<file path="config.mk">
export PLATFORM = sky130hd
export DESIGN_NAME = load_cell_adc_serial_reader
export DESIGN_NICKNAME = d
export VERILOG_FILES = /design/src/sv/lcasr_pkg.sv /design/src/sv/lcasr_div.sv /design/src/sv/load_cell_adc_serial_reader.sv
export SDC_FILE = /design/constraint.sdc
export NUM_CORES = 1
export LEC_CHECK = 0
export BUFFER_PORTS_ARGS = -buffer_cell sky130_fd_sc_hd__buf_2
export CORE_MARGIN = 2
export CORE_UTILIZATION = 45
export CTS_BUF_LIST = sky130_fd_sc_hd__clkbuf_16
export CTS_CLUSTER_DIAMETER = 30
export DETAILED_ROUTE_END_ITERATION = 8
export PLACE_DENSITY_LB_ADDON = 0.08
export SLEW_MARGIN = 20
export SYNTH_ARGS = -nofsm -noshare
export SYNTH_HDL_FRONTEND = slang
export SYNTH_SLANG_ARGS = --single-unit
</file>
<file path="constraint.sdc">
create_clock -name clk_i -period 10.9 [get_ports clk_i]
set_clock_uncertainty 0.2 [all_clocks]
set_input_delay 2.725 -clock clk_i [delete_from_list [all_inputs] [get_ports clk_i]]
set_output_delay 2.725 -clock clk_i [all_outputs]
set_load 0.01 [all_outputs]
</file>
<file path="src/sv/lcasr_pkg.sv">
// Package for the load-cell converter serial reader.
// Holds word widths, sequence step limits and configuration register codes.
// No dependencies.
package lcasr_pkg;

  localparam int DATA_BITS  = 24;   // converter word width, 8 to 32
  localparam int RAW_FIELD  = 24;   // width of raw_reading and tare_offset
  localparam int WEIGHT_W   = 16;
  localparam int SCALE_W    = 16;
  localparam int CFG_IDX_W  = 8;
  localparam int CFG_DATA_W = 24;

  // Working width of the sign-extended word and of the tare.
  localparam int RAW_W  = (DATA_BITS > RAW_FIELD) ? DATA_BITS : RAW_FIELD;
  localparam int DIFF_W = RAW_W + 1;
  localparam int DCNT_W = $clog2(RAW_W);

  localparam int LAST_STEP = 2 * DATA_BITS + 2;
  localparam int STEP_W    = $clog2(LAST_STEP + 1);

  localparam logic [CFG_IDX_W-1:0] REG_TARE_OFFSET   = CFG_IDX_W'(0);
  localparam logic [CFG_IDX_W-1:0] REG_SCALE_DIVISOR = CFG_IDX_W'(1);

  typedef enum logic {
    ST_RUN,
    ST_DIV
  } rd_state_e;

  // Divider result handed back to the sequencer.
  typedef struct packed {
    logic                done;
    logic [WEIGHT_W-1:0] quot;
  } div_res_t;

endpackage

</file>
<file path="src/sv/lcasr_div.sv">
// Restoring divider, one quotient bit per cycle, truncating toward zero.
// Keeps the low WEIGHT_W bits of the signed quotient.
// Depends on lcasr_pkg.
module lcasr_div import lcasr_pkg::*; (
  input  logic                     clk_i,
  input  logic                     rst_ni,
  input  logic                     start_i,
  input  logic signed [DIFF_W-1:0] diff_i,
  input  logic [SCALE_W-1:0]       divisor_i,
  output div_res_t                 res_o
);

  logic                busy_q, busy_d;
  logic                done_q, done_d;
  logic [DCNT_W-1:0]   cnt_q, cnt_d;
  logic                neg_q, neg_d;
  logic [RAW_W-1:0]    dvd_q, dvd_d;
  logic [SCALE_W-1:0]  dsr_q, dsr_d;
  logic [SCALE_W-1:0]  rem_q, rem_d;
  logic [WEIGHT_W-1:0] quo_q, quo_d;

  logic [DIFF_W-1:0]   mag;
  logic [SCALE_W:0]    trial;
  logic [SCALE_W:0]    trial_sub;
  logic                fits;

  always_comb begin
    mag       = diff_i[DIFF_W-1] ? DIFF_W'(-diff_i) : DIFF_W'(diff_i);
    trial     = {rem_q, dvd_q[RAW_W-1]};
    trial_sub = trial - {1'b0, dsr_q};
    fits      = (trial >= {1'b0, dsr_q});
  end

  always_comb begin
    busy_d = busy_q;
    done_d = 1'b0;
    cnt_d  = cnt_q;
    neg_d  = neg_q;
    dvd_d  = dvd_q;
    dsr_d  = dsr_q;
    rem_d  = rem_q;
    quo_d  = quo_q;
    if (start_i) begin
      busy_d = 1'b1;
      cnt_d  = '0;
      neg_d  = diff_i[DIFF_W-1];
      dvd_d  = mag[RAW_W-1:0];
      // a zero scale divides by one
      dsr_d  = (divisor_i == '0) ? SCALE_W'(1) : divisor_i;
      rem_d  = '0;
      quo_d  = '0;
    end else if (busy_q) begin
      dvd_d = {dvd_q[RAW_W-2:0], 1'b0};
      rem_d = fits ? trial_sub[SCALE_W-1:0] : trial[SCALE_W-1:0];
      // older quotient bits fall off the top: only the low bits are kept
      quo_d = {quo_q[WEIGHT_W-2:0], fits};
      cnt_d = cnt_q + DCNT_W'(1);
      if (cnt_q == DCNT_W'(RAW_W - 1)) begin
        busy_d = 1'b0;
        done_d = 1'b1;
      end
    end
  end

  always_ff @(posedge clk_i or negedge rst_ni) begin
    if (!rst_ni) begin
      busy_q <= 1'b0;
      done_q <= 1'b0;
      cnt_q  <= '0;
    end else begin
      busy_q <= busy_d;
      done_q <= done_d;
      cnt_q  <= cnt_d;
    end
  end

  always_ff @(posedge clk_i) begin
    neg_q <= neg_d;
    dvd_q <= dvd_d;
    dsr_q <= dsr_d;
    rem_q <= rem_d;
    quo_q <= quo_d;
  end

  always_comb begin
    res_o.done = done_q;
    res_o.quot = neg_q ? WEIGHT_W'(~quo_q + WEIGHT_W'(1)) : quo_q;
  end

endmodule

</file>
<file path="src/sv/load_cell_adc_serial_reader.sv">
// Top level of the load-cell converter serial reader.
// Sequencer, shift register, held results and output register; uses lcasr_div.
// Depends on lcasr_pkg.

// Each input transaction is one tick of the converter's two-wire sequence and
// yields exactly one output transaction carrying the clock level for that tick,
// the done flag and the held raw and weight values. Ticks are taken one per
// cycle while the output register is free or being drained and no division
// is running. The completing tick waits while the restoring divider
// produces one quotient bit per cycle, before the result is registered.
// Configuration writes are always ready; index 0 is the tare offset, index 1
// the scale divisor, other indexes are ignored.
module load_cell_adc_serial_reader import lcasr_pkg::*; (
  input  logic                        clk_i,
  input  logic                        rst_ni,
  input  logic                        cfg_valid_i,
  output logic                        cfg_ready_o,
  input  logic [CFG_IDX_W-1:0]        cfg_index_i,
  input  logic [CFG_DATA_W-1:0]       cfg_data_i,
  input  logic                        in_valid_i,
  output logic                        in_ready_o,
  input  logic                        data_pin_i,
  output logic                        out_valid_o,
  input  logic                        out_ready_i,
  output logic                        clock_pin_o,
  output logic                        sample_done_o,
  output logic signed [RAW_FIELD-1:0] raw_reading_o,
  output logic [WEIGHT_W-1:0]         weight_o
);

  rd_state_e state_q, state_d;

  logic [STEP_W-1:0]           step_q, step_d;
  logic [DATA_BITS-1:0]        shift_q, shift_d;
  logic signed [RAW_FIELD-1:0] raw_q, raw_d;
  logic [WEIGHT_W-1:0]         weight_q, weight_d;
  logic signed [RAW_FIELD-1:0] tare_q;
  logic [SCALE_W-1:0]          scale_q;
  logic                        out_valid_q, out_valid_d;
  logic                        clk_pin_q, clk_pin_d;
  logic                        done_q, done_d;

  logic                        in_acc;
  logic                        out_free;
  logic                        at_idle, at_last;
  logic                        div_start;
  logic                        out_load;
  div_res_t                    div_res;

  logic signed [DATA_BITS-1:0] word_s;
  logic signed [RAW_W-1:0]     raw_ext;
  logic signed [RAW_W-1:0]     tare_ext;
  logic signed [DIFF_W-1:0]    diff;

  assign cfg_ready_o = 1'b1;

  always_ff @(posedge clk_i or negedge rst_ni) begin
    if (!rst_ni) begin
      tare_q  <= '0;
      scale_q <= SCALE_W'(1);
    end else if (cfg_valid_i) begin
      if (cfg_index_i == REG_TARE_OFFSET) begin
        tare_q <= cfg_data_i[RAW_FIELD-1:0];
      end else if (cfg_index_i == REG_SCALE_DIVISOR) begin
        scale_q <= cfg_data_i[SCALE_W-1:0];
      end
    end
  end

  always_comb begin
    word_s   = shift_q;
    raw_ext  = RAW_W'(word_s);
    tare_ext = RAW_W'(tare_q);
    diff     = DIFF_W'(raw_ext) - DIFF_W'(tare_ext);
    at_idle  = (step_q == '0);
    at_last  = (step_q == STEP_W'(LAST_STEP));
    out_free = !out_valid_q || out_ready_i;
    in_acc   = in_valid_i && in_ready_o;
  end

  // next state
  always_comb begin
    state_d = state_q;
    unique case (state_q)
      ST_RUN: if (in_acc && at_last) state_d = ST_DIV;
      ST_DIV: if (div_res.done) state_d = ST_RUN;
      default: state_d = ST_RUN;
    endcase
  end

  // control outputs
  always_comb begin
    in_ready_o = 1'b0;
    div_start  = 1'b0;
    out_load   = 1'b0;
    unique case (state_q)
      ST_RUN: begin
        in_ready_o = out_free;
        div_start  = in_acc && at_last;
        out_load   = in_acc && !at_last;
      end
      ST_DIV: out_load = div_res.done;
      default: ;
    endcase
  end

  // datapath
  always_comb begin
    step_d      = step_q;
    shift_d     = shift_q;
    raw_d       = raw_q;
    weight_d    = weight_q;
    clk_pin_d   = clk_pin_q;
    done_d      = done_q;
    out_valid_d = out_valid_q;
    if (out_ready_i) out_valid_d = 1'b0;
    if (in_acc && !at_last) begin
      clk_pin_d = 1'b0;
      done_d    = 1'b0;
      if (at_idle) begin
        if (!data_pin_i) begin
          shift_d = '0;
          step_d  = STEP_W'(1);
        end
      end else begin
        if (step_q[0]) begin
          clk_pin_d = 1'b1;
          // the gain pulse shifts nothing
          if (step_q < STEP_W'(2 * DATA_BITS)) begin
            shift_d = {shift_q[DATA_BITS-2:0], data_pin_i};
          end
        end
        step_d = step_q + STEP_W'(1);
      end
    end
    if (state_q == ST_DIV && div_res.done) begin
      raw_d     = raw_ext[RAW_FIELD-1:0];
      weight_d  = div_res.quot;
      clk_pin_d = 1'b0;
      done_d    = 1'b1;
      step_d    = '0;
    end
    if (out_load) out_valid_d = 1'b1;
  end

  always_ff @(posedge clk_i or negedge rst_ni) begin
    if (!rst_ni) begin
      state_q     <= ST_RUN;
      step_q      <= '0;
      shift_q     <= '0;
      raw_q       <= '0;
      weight_q    <= '0;
      out_valid_q <= 1'b0;
    end else begin
      state_q     <= state_d;
      step_q      <= step_d;
      shift_q     <= shift_d;
      raw_q       <= raw_d;
      weight_q    <= weight_d;
      out_valid_q <= out_valid_d;
    end
  end

  always_ff @(posedge clk_i) begin
    clk_pin_q <= clk_pin_d;
    done_q    <= done_d;
  end

  lcasr_div u_div (
    .clk_i     (clk_i),
    .rst_ni    (rst_ni),
    .start_i   (div_start),
    .diff_i    (diff),
    .divisor_i (scale_q),
    .res_o     (div_res)
  );

  assign out_valid_o   = out_valid_q;
  assign clock_pin_o   = clk_pin_q;
  assign sample_done_o = done_q;
  assign raw_reading_o = raw_q;
  assign weight_o      = weight_q;

endmodule
</file>
After elaboration in Yosys (flattened, before gate mapping)
Cells that the tools add are included.
{ "op_classes": {"order_cmp": 2, "mux": 31, "eq_ne": 5, "n_reduce_logical": 19, "n_bitwise": 3, "add_sub_neg": 6} }
{ "ops": {"columns": ["op", "n"], "rows": [
  ["24-bit two-way mux", 7],
  ["16-bit two-way mux", 2],
  ["24-bit by 24-bit subtractor with 25-bit output", 1],
  ["6-bit two-way mux", 4],
  ["24-bit negation", 1],
  ["17-bit by 16-bit >= comparator with 1-bit output", 1],
  ["16-bit by 1-bit adder with 16-bit output, second input constant", 1],
  ["16-bit zero test", 1],
  ["16-bit NOT", 1],
  ["16-bit subtractor", 1],
  ["1-bit two-way mux", 14],
  ["5-bit two-way mux", 2],
  ["2-bit nonzero test", 5],
  ["8-bit by 1-bit == test with 1-bit output, second input constant", 1],
  ["8-bit zero test", 1],
  ["6-bit by 1-bit adder with 6-bit output, second input constant", 1],
  ["6-bit == test, second input constant", 1],
  ["6-bit zero test", 1],
  ["6-bit less-than comparator, second input constant", 1],
  ["5-bit by 1-bit adder with 5-bit output, second input constant", 1],
  ["5-bit == test, second input constant", 1],
  ["1-bit logical AND", 4],
  ["1-bit one-hot mux with 2 select lines", 2],
  ["2-bit AND reduction", 2],
  ["other kinds (7)", 9]
]} }
{ "totals": {"reg_bits": 194, "output_inout_bits": 45} }

Longest topological paths before layout
{ "depth": {"depth_word": 7, "depth_mapped": 15} }

By module
A second synthesis with hierarchy kept.
{ "hier_totals": {"cells_unflattened": 1110, "hier_area_um2": 10551.4} }
{ "by_module_without_submodules": {"columns": ["mod", "cells_per_inst", "n_inst", "area_each_um2"], "rows": [
  ["load_cell_adc_serial_reader", 597, 1, 5776.8],
  ["lcasr_div", 513, 1, 4774.6]
]} }

Least setup slack after synthesis
Ideal clock, no wire load.
{ "synth_timing": {"path_kind": "in2out", "startpoint": "in out_ready_i", "endpoint": "out in_ready_o", "n_path_buf": 0, "required_time_ns": 7.975, "stages": 2, "path_slack_ns": 4.906, "t_arrival_ns": 3.069, "cell_sequence": "inv_1 -> a21oi_1"} }
{ "synth_via": {"elab_chain_cells": 2} }
{ "synth_lines": {"columns": ["element", "line", "text"], "rows": [
  ["from (decl)", "load_cell_adc_serial_reader.sv:24", "input logic out_ready_i,"],
  ["1-bit logical OR", "load_cell_adc_serial_reader.sv:77", "out_free = !out_valid_q || out_ready_i;"],
  ["1-bit two-way mux", "load_cell_adc_serial_reader.sv:96", "unique case (state_q)"],
  ["to (decl)", "load_cell_adc_serial_reader.sv:21", "output logic in_ready_o,"]
]} }
Every way passes these cells.

Worst setup path in the final report
Same ends and word-level chain as after synthesis.

==> summary.txt <==
Status
  – Status: finished clean

Setup path
  – Worst Path Arrival: ~3.3 ns
  – R2R cell count: 12
  – Crit path cell chain: buf_2 > inv_1 > a21oi_1 > buf_2
  – Startpoint Class: input pin
  – Most frequent CP cell: buf_2
  – Register-to-register path setup slack: 6.01 ns
  – Kind of critical path: in2out
  – Reg-to-Reg Start: tare_ext[0]$_DFFE_PN0P_
  – CP endpoint kind: output port
  – CP max stage cell: a21oi_1
  – Required time worst endpoint: 7.98 ns
  – FF-to-FF End: u_div.dvd_q[23]$_DFFE_PP_
  – Crit path max fanout: 4
  – Slowest cell delay on critical path: ~0.25 ns

Place
  – # port buffers: about 80
  – DP Worst Slack: about 4.7 ns
  – Dpl hpwl: between 15 and 20 mm
  – GP Congestion: between 0.9 and 1

Synthesis
  – Leading area contributor after synthesis: dfrtp_1
  – Ys async rst share: roughly 61%
  – Most used DFF post-synth: dfrtp_1
  – Post-synth EDFFs: slightly above 40
  – Top cells by area, synth: dfrtp_1 (28%), edfxtp_1 (12%), nand2_1 (8.0%)
  – Netlist Area Pre-Place: 10600 um2
  – Register area share after synthesis: a little under half
  – Total number of yosys warnings: 0
  – Yosys top cell area share: between 20% and 30%
  – Register bit total from synthesis: roughly 190
  – Synthesized area per cell: a little over 9 um2
  – Syn nets: around 1300
  – Post-synthesis cell type count: 76
  – Cells after synthesis: ~1200

GRT
  – Initial antenna violation count: 0
  – Number of global-route vias before repair: between 7000 and 8000
  – First-pass GRT wire length: 37.9 mm
  – Pin count of the biggest net entering global routing: approximately 70
  – Total congestion overflow: 0
  – Total track usage: approximately a fifth

Route
  – Routed WL: 23.2 mm
  – Per-cell routed wire length: approximately 15 um
  – Residual DRC: 0
  – Initial DRT Pass Iterations: 4
  – Final ANT Viol Nets: 0
  – Vias per Instance: slightly above 5
  – 1st-iter DRT viols: about 480
  – Vias post-DR: between 7000 and 8000

Floorplanning
  – Initial Util: between 40% and 50%
  – Rows: 56
  – DIE WIDTH: 157 um
  – I/O Pins: a little over 80
  – Core Area: around 23000 um2
  – Die H: about 160 um
  – Die area: roughly 25000 um2

Timing
  – Final WS setup: between 4 and 5 ns
  – Max Slew Vio Count: 0
  – Crit path time final: a little over 6 ns
  – Max Fclk: ~160 MHz
  – Tcrit/Tclk final: ~57%
  – Slew headroom: about 33%
  – Setup TNS: 0 ns
  – Final-report setup violation count: 0
  – RSZ-0062 raised after global routing: no
  – Endpoints failing hold: 0
  – Slew @ Worst Pin: about 1 ns

Power and ir drop
  – Leakage: ~0.0055 uW
  – PwrDens: 214 nW/um2
  – VDD IR max: between 0.09 and 0.1 mV

Clocking
  – Skew-Pair Late Insertion Delay: 0.44 ns
  – Htree depth: 4
  – Setup repair bufs after CTS: 0
  – CTS tree: done
  – CTS Buf Count: 17
  – CTS resizes: 0
  – Worst-case clock buffer depth: 2
  – Cts-stage hold buffer count: 0
  – Root Buffer: clkbuf_16
  – Reg clk slew, reported paths: about 0.080 ns
  – Clk sinks: 194

Finish
  – Share of layout cells above drive strength 1: a little over an eighth
  – Fillers: approximately 2300
  – Fin nets: roughly 1300
  – Antenna Cells: 0
  – Area Overhead vs Synth: 11.7%

Hold path
  – Hold/Removal Path Class: reg2reg
  – Hold Path End: sample_done_o$_SDFFE_PP1P_
  – Hold Path Stages: 2
  – Worst Min Path Start: sample_done_o$_SDFFE_PP1P_

Flow run
  – Max cap viols: 0
-- through the flow --
| step | utilization (%) | instance area [um2] | total power, uW | hold slack (ns) | std cells |
|---|---|---|---|---|---|
| after floorplan | - | 10600 | 1680 | 0.239 | 1165 |
| after global placement | 48.2 | 11200 | 1880 | 0.234 | 1509 |
| after detailed placement | 48.2 | 11200 | 1900 | 0.234 | 1509 |
| after CTS | 50.9 | 11800 | 2570 | 0.248 | 1541 |
| after global routing | 50.9 | 11800 | 2730 | 0.287 | 1541 |
| final | 50.9 | 11800 | 2540 | 0.249 | 1541 |
-- synth_stat cells, drive strengths merged, types with 3 or more instances --
cell	instances
dfrtp	118
clkbuf	60
a221oi	3
xnor2	37
nor2b	9
ha	46
and2	6
a21oi	53
o21ai	140
xor2	29
nor3b	4
mux2	18
nor4	7
o21a	4
nor2	61
or4	4
nor3	10
a21o	15
a31oi	7
and3	9
a41oi	3
edfxtp	41
or4b	4
o211ai	4
nand3	14
or2	10
o21bai	3
a311oi	6
or3	5
mux2i	31
dfxtp	34
o31ai	9
a21boi	4
inv	60
buf	3
nand2b	9
nand4	13
a211oi	8
nand2	225
-- critical path: cells and delay by family --
kind / cells / cell delay, ns
buffers and inverters: 3 / 0.31
AOI/OAI and AO/OA: 1 / 0.25
-- logic make-up after synthesis --
logic type,count (synthesis),share of synthesized area [%]
compound gates,282,15.9
xor+xnor,66,5.46
flops,194,46.2
fa+ha+maj,48,5.81
other cells,1,0.0354
buf+inv,124,4.50
simple gates,401,17.3
mux,49,4.84
-- metal layers --
layer | GRT usage (%) | share of wire (%) | vias to the layer above
li1 | - | - | 4135
met1 | 26.9 | 50 | 3659
met2 | 29.9 | 45 | 104
met3 | 2.97 | 2.2 | 28
met4 | 7.32 | 2.9 | 0
met5 | 0 | 0 | -
-- worst max-delay path by stage --
| stage | depth (start not counted) | endpoint | slack (ns) | start |
|---|---|---|---|---|
| after floorplan | 2 | in_ready_o | 4.91 | out_ready_i |
| after global placement | 4 | in_ready_o | 4.73 | out_ready_i |
| after detailed placement | 4 | in_ready_o | 4.70 | out_ready_i |
| after CTS | 4 | in_ready_o | 4.70 | out_ready_i |
| after global routing | 4 | in_ready_o | 4.61 | out_ready_i |
| final | 4 | in_ready_o | 4.69 | out_ready_i |
-- area by class of cell --
cell class	count	area, um2	share of cell area [%]
Clock buffer	18	450	3.80
Clock inverter	14	166	1.41
Inverter	61	229	1.93
Multi-Input combinational cell	847	5240	44.3
Sequential cell	194	4890	41.3
Tap cell	319	399	3.37
Timing Repair Buffer	88	460	3.89
-- state kept, by name (all words and copies together), names as in the netlist, 5 cells and up --
signal         count
raw_ext           24
raw_reading_o     24
scale_q           16
step_q             6
tare_ext          24
u_div.cnt_q        5
u_div.dsr_q       16
u_div.dvd_q       24
u_div.quo_q       16
u_div.rem_q       16
weight_o          16
-- layout by cell type, fill, tap and decap left out, types with 9 or more instances in the layout --
cell type	count
nand4_1	13
xor2_1	29
or2_2	10
o31ai_1	9
clkbuf_16	18
buf_2	80
xnor2_1	37
a21o_1	15
a21oi_1	53
nand3_1	14
o21ai_0	140
nor3_1	10
dfrtp_1	117
dfxtp_1	34
inv_1	61
nor2_1	60
ha_1	46
nand2_1	224
nor2b_1	9
edfxtp_1	41
mux2_2	18
and3_1	9
mux2i_1	31
-- report_power, final --
group	total (uW)	internal (uW)	switching, uW
clock network	661	360	301
logic	832	356	476
registers	1040	922	123
total	2540	1640	900
(Power assumes the default switching activity.)
